$ cat src/hdl/saa_pkg.sv
package saa_pkg;

    localparam int unsigned TICK_SECONDS = 2;

    localparam int unsigned CFG_IDX_W  = 3;
    localparam int unsigned CFG_DATA_W = 16;

    localparam logic [CFG_IDX_W-1:0] REG_RULE_SEQ    = 3'd0;
    localparam logic [CFG_IDX_W-1:0] REG_RULE_MODE   = 3'd1;
    localparam logic [CFG_IDX_W-1:0] REG_SPEED_LIMIT = 3'd2;
    localparam logic [CFG_IDX_W-1:0] REG_INTERVAL    = 3'd3;
    localparam logic [CFG_IDX_W-1:0] REG_MAX_REPORTS = 3'd4;

    localparam logic [1:0] MODE_OFF   = 2'd0;
    localparam logic [1:0] MODE_OVER  = 2'd1;
    localparam logic [1:0] MODE_UNDER = 2'd2;
    localparam logic [1:0] MODE_CROSS = 2'd3;

    localparam logic CMD_TICK = 1'b0;
    localparam logic CMD_DONE = 1'b1;

    localparam logic [16:0] PERSIST_MAX = 17'h1FFFF;
    localparam logic [8:0]  SENT_MAX    = 9'd256;

    typedef struct packed {
        logic        cmd;
        logic [15:0] speed_sample;
        logic        send_ok;
    } saa_in_t;

    typedef struct packed {
        logic        report_request;
        logic        alarm_armed;
        logic [15:0] report_rule_seq;
        logic [8:0]  reports_done;
    } saa_out_t;

    typedef struct packed {
        logic [15:0] rule_seq;
        logic [1:0]  rule_mode;
        logic [15:0] speed_limit;
        logic [15:0] interval_seconds;
        logic [7:0]  max_reports;
    } saa_cfg_t;

endpackage

$ cat src/hdl/saa_cfg_regs.sv
module saa_cfg_regs
(
    input  logic                              clk,
    input  logic                              rst_n,
    input  logic                              cfg_wr_en,
    input  logic [saa_pkg::CFG_IDX_W-1:0]     cfg_index,
    input  logic [saa_pkg::CFG_DATA_W-1:0]    cfg_data,
    output saa_pkg::saa_cfg_t                 cfg
);

    saa_pkg::saa_cfg_t cfg_reg;
    saa_pkg::saa_cfg_t cfg_next;

    always_comb
    begin
        cfg_next = cfg_reg;
        if (cfg_wr_en)
        begin
            case (cfg_index)
                saa_pkg::REG_RULE_SEQ:    cfg_next.rule_seq         = cfg_data;
                saa_pkg::REG_RULE_MODE:   cfg_next.rule_mode        = cfg_data[1:0];
                saa_pkg::REG_SPEED_LIMIT: cfg_next.speed_limit      = cfg_data;
                saa_pkg::REG_INTERVAL:    cfg_next.interval_seconds = cfg_data;
                saa_pkg::REG_MAX_REPORTS: cfg_next.max_reports      = cfg_data[7:0];
                default:                  cfg_next = cfg_reg;
            endcase
        end
    end

    always_ff @(posedge clk or negedge rst_n)
    begin
        if (!rst_n)
        begin
            cfg_reg <= '0;
        end
        else
        begin
            cfg_reg <= cfg_next;
        end
    end

    assign cfg = cfg_reg;

endmodule

$ cat src/hdl/saa_engine.sv
module saa_engine
#(
    parameter int unsigned TICK_SECONDS = saa_pkg::TICK_SECONDS
)
(
    input  logic                clk,
    input  logic                rst_n,
    input  saa_pkg::saa_cfg_t   cfg,
    input  logic                item_valid,
    output logic                item_ready,
    input  saa_pkg::saa_in_t    item,
    output logic                result_valid,
    input  logic                result_ready,
    output saa_pkg::saa_out_t   result
);

    // input stage
    saa_pkg::saa_in_t  item_reg;
    logic              item_vld_reg;
    logic              item_vld_next;

    // result stage
    saa_pkg::saa_out_t res_reg;
    saa_pkg::saa_out_t res_next;
    logic              res_vld_reg;
    logic              res_vld_next;

    // monitor state
    logic [31:0] clock_reg,   clock_next;
    logic [15:0] prev_reg,    prev_next;
    logic [16:0] persist_reg, persist_next;
    logic        armed_reg,   armed_next;
    logic [8:0]  sent_reg,    sent_next;
    logic [31:0] last_reg,    last_next;
    logic [15:0] seen_reg,    seen_next;
    logic        pend_reg,    pend_next;

    logic        advance;
    logic        req;
    logic        err;
    logic        spd_gt;
    logic        spd_lt;
    logic        prev_gt;
    logic        prev_lt;
    logic [17:0] persist_sum;
    logic [9:0]  sent_sum;
    logic [31:0] elapsed;

    assign advance      = item_vld_reg && (!res_vld_reg || result_ready);
    assign item_ready   = !item_vld_reg || advance;
    assign item_vld_next = (item_valid && item_ready) || (item_vld_reg && !advance);
    assign res_vld_next = advance || (res_vld_reg && !result_ready);

    assign spd_gt  = item_reg.speed_sample > cfg.speed_limit;
    assign spd_lt  = item_reg.speed_sample < cfg.speed_limit;
    assign prev_gt = prev_reg > cfg.speed_limit;
    assign prev_lt = prev_reg < cfg.speed_limit;

    assign persist_sum = {1'b0, persist_reg} + 18'(TICK_SECONDS);
    assign sent_sum    = {1'b0, sent_reg} + {9'd0, item_reg.send_ok};
    assign elapsed     = clock_reg - last_reg;

    always_comb
    begin
        case (cfg.rule_mode)
            saa_pkg::MODE_OVER:  err = spd_gt;
            saa_pkg::MODE_UNDER: err = spd_lt;
            saa_pkg::MODE_CROSS: err = (spd_gt && prev_lt) || (spd_lt && prev_gt);
            default:             err = 1'b0;
        endcase
    end

    always_comb
    begin
        clock_next   = clock_reg;
        prev_next    = prev_reg;
        persist_next = persist_reg;
        armed_next   = armed_reg;
        sent_next    = sent_reg;
        last_next    = last_reg;
        seen_next    = seen_reg;
        pend_next    = pend_reg;
        req          = 1'b0;

        if (item_reg.cmd == saa_pkg::CMD_DONE)
        begin
            sent_next = (sent_sum > {1'b0, saa_pkg::SENT_MAX}) ? saa_pkg::SENT_MAX
                                                              : sent_sum[8:0];
            pend_next = 1'b0;
        end
        else
        begin
            clock_next = clock_reg + 32'(TICK_SECONDS);
            if (!pend_reg && !armed_reg)
            begin
                if (cfg.rule_seq != seen_reg || cfg.rule_seq == 16'd0)
                begin
                    // restart the monitor on a new rule or while rule_seq is zero
                    armed_next   = 1'b0;
                    sent_next    = '0;
                    persist_next = '0;
                    last_next    = '0;
                    seen_next    = cfg.rule_seq;
                end
                else
                begin
                    prev_next = item_reg.speed_sample;
                    if (!err)
                    begin
                        persist_next = '0;
                    end
                    else if (cfg.rule_mode == saa_pkg::MODE_CROSS)
                    begin
                        armed_next = 1'b1;
                        sent_next  = '0;
                    end
                    else
                    begin
                        persist_next = (persist_sum > {1'b0, saa_pkg::PERSIST_MAX})
                                       ? saa_pkg::PERSIST_MAX : persist_sum[16:0];
                        if (persist_next >= {1'b0, cfg.interval_seconds})
                        begin
                            armed_next = 1'b1;
                            sent_next  = '0;
                        end
                    end
                end
            end
            else if (!pend_reg)
            begin
                if (sent_reg > {1'b0, cfg.max_reports})
                begin
                    armed_next = 1'b0;
                    sent_next  = '0;
                end
                else if (elapsed > {16'd0, cfg.interval_seconds})
                begin
                    last_next = clock_reg;
                    pend_next = 1'b1;
                    req       = 1'b1;
                end
            end
        end

        res_next.report_request  = req;
        res_next.alarm_armed     = armed_next;
        res_next.report_rule_seq = seen_next;
        res_next.reports_done    = sent_next;
    end

    always_ff @(posedge clk or negedge rst_n)
    begin
        if (!rst_n)
        begin
            item_vld_reg <= 1'b0;
            res_vld_reg  <= 1'b0;
            clock_reg    <= '0;
            prev_reg     <= '0;
            persist_reg  <= '0;
            armed_reg    <= 1'b0;
            sent_reg     <= '0;
            last_reg     <= '0;
            seen_reg     <= '0;
            pend_reg     <= 1'b0;
        end
        else
        begin
            item_vld_reg <= item_vld_next;
            res_vld_reg  <= res_vld_next;
            if (advance)
            begin
                clock_reg   <= clock_next;
                prev_reg    <= prev_next;
                persist_reg <= persist_next;
                armed_reg   <= armed_next;
                sent_reg    <= sent_next;
                last_reg    <= last_next;
                seen_reg    <= seen_next;
                pend_reg    <= pend_next;
            end
        end
    end

    // payload stages carry no reset
    always_ff @(posedge clk)
    begin
        if (item_valid && item_ready)
        begin
            item_reg <= item;
        end
        if (advance)
        begin
            res_reg <= res_next;
        end
    end

    assign result_valid = res_vld_reg;
    assign result       = res_reg;

endmodule

$ cat src/hdl/speed_anomaly_alarm_core.sv
// A word accepted into the input register moves on to the result register
// when that is free. Throughput: one word per cycle while result_ready is high;
// the monitor state updates in a single pass.
// Reset (rst_n, async, active low) clears configuration, monitor state and
// both stage valid flags; the block accepts a word in the first cycle after.
module speed_anomaly_alarm_core
#(
    parameter int unsigned TICK_SECONDS = saa_pkg::TICK_SECONDS
)
(
    input  logic                              clk,
    input  logic                              rst_n,
    input  logic                              cfg_wr_en,
    input  logic [saa_pkg::CFG_IDX_W-1:0]     cfg_index,
    input  logic [saa_pkg::CFG_DATA_W-1:0]    cfg_data,
    input  logic                              item_valid,
    output logic                              item_ready,
    input  saa_pkg::saa_in_t                  item,
    output logic                              result_valid,
    input  logic                              result_ready,
    output saa_pkg::saa_out_t                 result
);

    saa_pkg::saa_cfg_t cfg;

    saa_cfg_regs u_cfg_regs
    (
        .clk       (clk),
        .rst_n     (rst_n),
        .cfg_wr_en (cfg_wr_en),
        .cfg_index (cfg_index),
        .cfg_data  (cfg_data),
        .cfg       (cfg)
    );

    saa_engine
    #(
        .TICK_SECONDS (TICK_SECONDS)
    )
    u_engine
    (
        .clk          (clk),
        .rst_n        (rst_n),
        .cfg          (cfg),
        .item_valid   (item_valid),
        .item_ready   (item_ready),
        .item         (item),
        .result_valid (result_valid),
        .result_ready (result_ready),
        .result       (result)
    );

endmodule

$ cat config.mk
export PLATFORM = sky130hd
export DESIGN_NAME = speed_anomaly_alarm_core
export DESIGN_NICKNAME = d
export VERILOG_FILES = /design/src/hdl/saa_pkg.sv /design/src/hdl/saa_cfg_regs.sv /design/src/hdl/saa_engine.sv /design/src/hdl/speed_anomaly_alarm_core.sv
export SDC_FILE = /design/constraint.sdc
export NUM_CORES = 1
export LEC_CHECK = 0
export ABC_AREA = 0
export BUFFER_PORTS_ARGS = -buffer_cell sky130_fd_sc_hd__buf_2
export CELL_PAD_IN_SITES_DETAIL_PLACEMENT = 0
export CELL_PAD_IN_SITES_GLOBAL_PLACEMENT = 1
export CORE_MARGIN = 2
export CORE_UTILIZATION = 53
export DETAILED_ROUTE_END_ITERATION = 8
export GPL_TIMING_DRIVEN = 0
export PLACE_DENSITY_LB_ADDON = 0.1
export SETUP_SLACK_MARGIN = 0.3
export SYNTH_ARGS = -nofsm -noshare
export SYNTH_HDL_FRONTEND = slang
export SYNTH_SLANG_ARGS = --single-unit
$ cat constraint.sdc
create_clock -name clk -period 9.1 [get_ports clk]
set_input_delay 1.82 -clock clk [delete_from_list [all_inputs] [get_ports clk]]
set_output_delay 1.82 -clock clk [all_outputs]
set_load 0.02 [all_outputs]
* Word level (Yosys, flattened, before mapping) *
Cells that the tools add are included.

word-level totals
  bits in registers = 229
  input port bits = 42

operators by class
  $add $sub $neg = 4
  $lt $le $gt $ge = 9
  eq/ne operators = 13
  bitwise logic cells = 2
  reduce and logical (&&, ||, !) cells = 33
  mux-type cells = 35

operator list
  kind                   count
  $mux 32                5
  $mux 9                 9
  $mux 17                4
  $mux 16                3
  $add 32x2->32 const B  1
  $gt 16x16->1           2
  $gt 32x16->1           1
  $lt 16x16->1           2
  $sub 32x32->32         1
  $add 17x2->18 const B  1
  $gt 18x17->1 const B   1
  $ge 17x16->1           1
  $logic_not 16->1       1
  $ne 16x16->1           1
  $reduce_and 2->1       7
  $mux 1                 13
  $add 9x1->10           1
  $gt 10x9->1 const B    1
  $gt 9x8->1             1
  $reduce_and 4->1       2
  $logic_and 1x1->1      7
  $eq 3x2->1 const B     2
  $logic_not 1->1        6
  $logic_or 1x1->1       6
  13 further kinds       17

* Depth between registers and ports, before layout *
  depth after elaboration = 10
  mapped depth = 22
  mapped depth without buffers = 21

* By module *
Synthesis repeated with hierarchy kept, for this count alone.

unflattened totals
  cells, all modules = 1280
  area total of the unflattened synthesis = 13275.2 um^2

by module, submodules not included
  module        sequential area each (um^2)  area each (um^2)  instances  cells each
  saa_engine    4454.3                       11061.9           1          1154
  saa_cfg_regs  1451.4                       2213.4            1          126

* Worst setup path after synthesis *
OpenSTA, ideal clock, no wires.

  path kind = register to register
  from = register u_engine.clock_reg[1]
  to = register u_engine.last_reg[10]
  required time = 9.020 ns
  slack = 4.761 ns
  setup time = 0.080 ns
  arrival time = 4.259 ns
  stages on the path, launching flop included = 22
  path buffers = 1
  cells stage by stage = dfrtp_1 inv_1 ha_1 inv_1 fa_1 a21o_1 a22o_1 o21ai_1 or3_1 nand2_1 xor2_1 ha_1 and4_1 a221oi_1 a21oi_1 a2111oi_0 o211ai_1 nor4_1 and4_1 nor2_1 buf_6 o211ai_2

on the way
  word-level cells in the longest chain between the ends = 4

RTL lines
  item                                RTL line           source
  start, declared                     saa_engine.sv:29   logic [31:0] clock_reg, clock_next;
  start signal, assigned              saa_engine.sv:172  clock_reg <= clock_next;
  $sub 32x32->32                      saa_engine.sv:61   assign elapsed = clock_reg - last_reg;
  $gt 32x16->1                        saa_engine.sv:136  else if (elapsed > {16'd0, cfg.interval_seconds})
  $reduce_bool 2->1 (no source line)  --
  $reduce_and 6->1 (no source line)   --
  end signal, assigned                saa_engine.sv:177  last_reg <= last_next;
  end, declared                       saa_engine.sv:34   logic [31:0] last_reg, last_next;

No other way between the ends.
A chain may end at the register's enable or synchronous reset.

* Worst setup path in the final report *
  from = register u_engine.clock_reg[1]
  to = register u_engine.last_reg[11]

Same word-level chain as after synthesis.

==> impl_metrics.yaml <==
placed_design:
  dp_slack_ns: 3.53
  place_congestion: 0.862
  io_buffer_count: 70
  dp_hpwl_um: 24300
  placed_cells: 1756
yosys:
  synth-xor-area-share_pct: 4.73
  ys.flop_type: "dfrtp_1"
  yosys.area_share.simple_pct: 15.5
  syn-cell-area_um2: 13700
  synth_compound_area_share_pct: 15.7
  synth_fa_ha_area_share_pct: 9.74
  async_reset_ff_share_pct: 80.2
  netlist_instances: 1354
  synth_top_family_by_area: "compound AO/OA/AOI/OAI gates"
  synth_enable_flop_cells: 45
  ys_seq_area_share_pct: 43.1
  avgSynthCellArea_um2: 10.1
  synth_warnings: 0
  synth_nets: 1502
  synth_cell_types: 77
  synth_mux_area_share_pct: 7.12
  ys_ff_latch: 227
critical_path:
  cp-endpoint: "u_engine.last_reg[11]$_DFFE_PN0P_"
  cp.arrival_ns: 5.91
  critPathRequiredTime_ns: 9.51
  r2r_start: "u_engine.clock_reg[1]$_DFFE_PN0P_"
  critPathSlowestCell: "a2111oi_0"
  regToRegSetupSlack_ns: 3.60
  cpPeakStageDelay_ns: 0.63
  worstRegToRegCells: 21
  start_kind: "register"
  critical_path_class: "reg2reg"
  worstPathMaxFanout: 10
  worst_r2r_endpoint: "u_engine.last_reg[11]$_DFFE_PN0P_"
  worstSetupEndpointType: "register"
  crit_start: "u_engine.clock_reg[1]$_DFFE_PN0P_"
  crit_chain: "inv_1, ha_1, inv_1, fa_1, a21o_1, a22o_1, o21ai_1, or3_1, nand2_1, xor2_1, ha_1, and4_1, a221oi_1, a21oi_1, a2111oi_0, o211ai_1, nor4_1, nand4_1, buf_2, nand4_1, o211ai_2"
min_path:
  hold_depth: 1
  hold_path.class: "reg2reg"
power:
  peakVddDrop_mv: 0.169
  seqPwrFrac_pct: 37.4
  p_sw_w: 0.00113
  comb_power_share_pct: 30.9
  powerDensity_nw_per_um2: 225
  power_switching_share_pct: 32.6
  pwr-share-clk_pct: 31.7
  intPower_w: 0.00234
  p_leak_nw: 7.07
timing:
  worst_pin_slew_ns: 1.12
  tns_ns: 0
  rsz0062_at_grt: "false"
  max_freq_mhz: 182
  finalHoldViolCount: 0
  timing.final.ws_setup_ns: 3.60
  period_share_pct: 60.5
  final-setup-viol-count: 0
  slew_viol_final: 0
  relSlewSlack_pct: 25.5
  finalClockSkew_ns: 0.0128
  fin_crit_ns: 5.50
outcome:
  status: "finished, final reports clean"
clock_network:
  insertion_delay_ns: 0.54
  cts_resized: 0
  post_cts_buffers: 0
  cts.htree.levels: 1
  cts_hold_buf: 0
  clkTransAtPathRegs_ns: 0.06
  cts_sinks: 227
  cts_tree: "done"
  cts-buffers-inserted: 26
  clockBufferDepth: 3
  clockRootBuffer: "clkbuf_16"
global_route:
  grt_pass1_vias: 10100
  grt_max_degree: 114
  grt_use_total_pct: 25.3
  grt_overflow_total: 0
  antenna_found_initial: 0
  grt_pass1_wl_um: 54000
finish:
  nets: 1602
  multi_input_area_um2: 7240
  drive_above_1_share_pct: 16.3
  layoutNonFillerInstCount: 1804
  area_growth_pct: 12.7
  antenna_cells: 0
  seqCellArea_um2: 5910
  fillCellCount: 2139
  largest_reg_flops: 58
die:
  rows: 58
  dieArea_um2: 27200
  fp.dieH_um: 165
  ios: 71
  core_um2: 25300
  initial_utilization_pct: 54.3
  die_w_um: 165
routing:
  routedWlPerCell_um: 18.6
  wirelength_um: 33500
  viasPerCell: 5.78
  num_vias: 10400
  ant_nets: 0
  firstDrtPassIters: 5
  drc: 0
  drt_iter0_drc: 780
run:
  drv_cap: 0
power by group through the flow:
stage          clock (W)  combinational (W)  sequential (W)
6_report         0.00110            0.00107         0.00130
5_1_grt          0.00116            0.00120         0.00132
4_1_cts          0.00112            0.00108         0.00130
3_3_place_gp           0            0.00105         0.00131
2_1_floorplan          0           0.000776         0.00131
3_5_place_dp           0            0.00107         0.00131
cell families after synthesis:
logic type,after synthesis
AO/OA/AOI/OAI,291
flip-flops,227
multiplexers,87
XOR/XNOR,74
buffers and inverters,141
AND/OR/NAND/NOR,428
adder cells (fa/ha/maj),106
worst min-delay path by stage:
| stage | from | to | slack [ns] |
|---|---|---|---|
| after detailed placement | u_engine.persist_reg[0]$_DFFE_PN0P_ | u_engine.persist_reg[0]$_DFFE_PN0P_ | 0.48 |
| after floorplan | u_engine.item_reg[1]$_DFFE_PP_ | u_engine.prev_reg[0]$_DFFE_PN0P_ | 0.45 |
| after global placement | u_engine.persist_reg[0]$_DFFE_PN0P_ | u_engine.persist_reg[0]$_DFFE_PN0P_ | 0.47 |
| after global routing | u_cfg_regs.cfg[15]$_DFFE_PN0P_ | u_cfg_regs.cfg[15]$_DFFE_PN0P_ | 0.52 |
| final | u_engine.item_vld_reg$_DFF_PN0_ | u_engine.result_valid$_DFF_PN0_ | 0.50 |
| after CTS | u_engine.item_vld_reg$_DFF_PN0_ | u_engine.result_valid$_DFF_PN0_ | 0.49 |
per-layer routing:
metal	wire [um]	part of all wire (%)	vias to the layer above	global-route usage, %
li1	-	-	5142	-
met1	16300	49	5050	38.3
met2	15100	45	196	39.5
met3	1560	4.7	35	2.76
met4	538	1.6	0	4.86
met5	0	0	-	0
final cells by class:
class	count	share of cell area, %
Buffer	57	1.60
Clock buffer	34	4.80
Clock inverter	14	1.09
Inverter	84	2.04
Multi-Input combinational cell	986	46.9
Sequential cell	227	38.2
Tap cell	330	2.67
Timing Repair Buffer	72	2.69
cells in the mapped netlist (all sizes together), types with 3 or more instances:
| cell type | instances | share of area (%) |
|---|---|---|
| buf | 10 | 0.50 |
| xor2 | 30 | 1.9 |
| or3 | 8 | 0.37 |
| and2 | 6 | 0.27 |
| dfrtp | 182 | 33 |
| o21a | 17 | 0.93 |
| a31oi | 5 | 0.23 |
| o22a | 8 | 0.51 |
| a21o | 22 | 1.2 |
| nor4 | 13 | 0.68 |
| o2bb2ai | 5 | 0.32 |
| mux2 | 84 | 6.9 |
| clkbuf | 47 | 1.3 |
| nand2b | 16 | 0.73 |
| a22o | 13 | 0.83 |
| inv | 84 | 2.3 |
| ha | 105 | 9.6 |
| o31a | 3 | 0.19 |
| nand3b | 3 | 0.16 |
| nand2 | 152 | 4.2 |
| mux2i | 3 | 0.22 |
| nand4 | 58 | 2.8 |
| o211ai | 40 | 3.3 |
| a21oi | 53 | 1.9 |
| a221oi | 3 | 0.19 |
| a31o | 3 | 0.19 |
| edfxtp | 45 | 9.9 |
| or2 | 4 | 0.18 |
| a211oi | 7 | 0.42 |
| o41ai | 3 | 0.33 |
| nor2b | 11 | 0.50 |
| a211o | 3 | 0.20 |
| o21ai | 72 | 2.6 |
| nor3 | 23 | 0.84 |
| and3 | 23 | 1.1 |
| a2111oi | 6 | 0.57 |
| nor2 | 64 | 1.8 |
| xnor2 | 44 | 2.8 |
| nand3 | 36 | 1.3 |
| o31ai | 10 | 0.55 |
placed cells by master, fill, tap and decap left out, types with 8 or more instances in the layout:
cell type,count
mux2_2,68
xnor2_1,44
nand3_1,36
xor2_1,30
o211ai_1,10
or3_1,8
nor4_1,11
a21oi_1,53
o21ai_0,64
o22a_1,8
mux2_1,16
edfxtp_1,45
buf_2,76
nor3_1,23
nand2_1,152
nand2b_1,16
ha_1,105
o21ai_1,8
clkbuf_1,49
clkbuf_16,27
a22o_1,13
nor2b_1,11
dfrtp_1,182
nor2_1,64
inv_1,84
nand4_1,57
o211ai_2,30
o31ai_1,10
a21o_1,22
and3_1,23
o21a_1,17
worst max-delay path: cells and delay by family (launching register included):
kind	cells	cell delay (ns)
DFF	1	0.42
xor gates and xnor gates	1	0.14
buffers and inverters	3	0.49
and+or+nand+nor	6	1.34
adders and majority gates	3	0.88
AOI/OAI and AO/OA	8	2.09
metrics by stage:
stage	hold slack (ns)	utilization [%]	power, W	cell area [um2]
floorplan	0.452	-	0.00209	13700
global placement	0.472	57.3	0.00236	14500
detailed placement	0.485	57.6	0.00239	14500
CTS	0.492	61.2	0.00350	15400
global route	0.516	61.2	0.00368	15400
finish	0.496	61.2	0.00347	15400
Power figures use the tool's default switching activity.
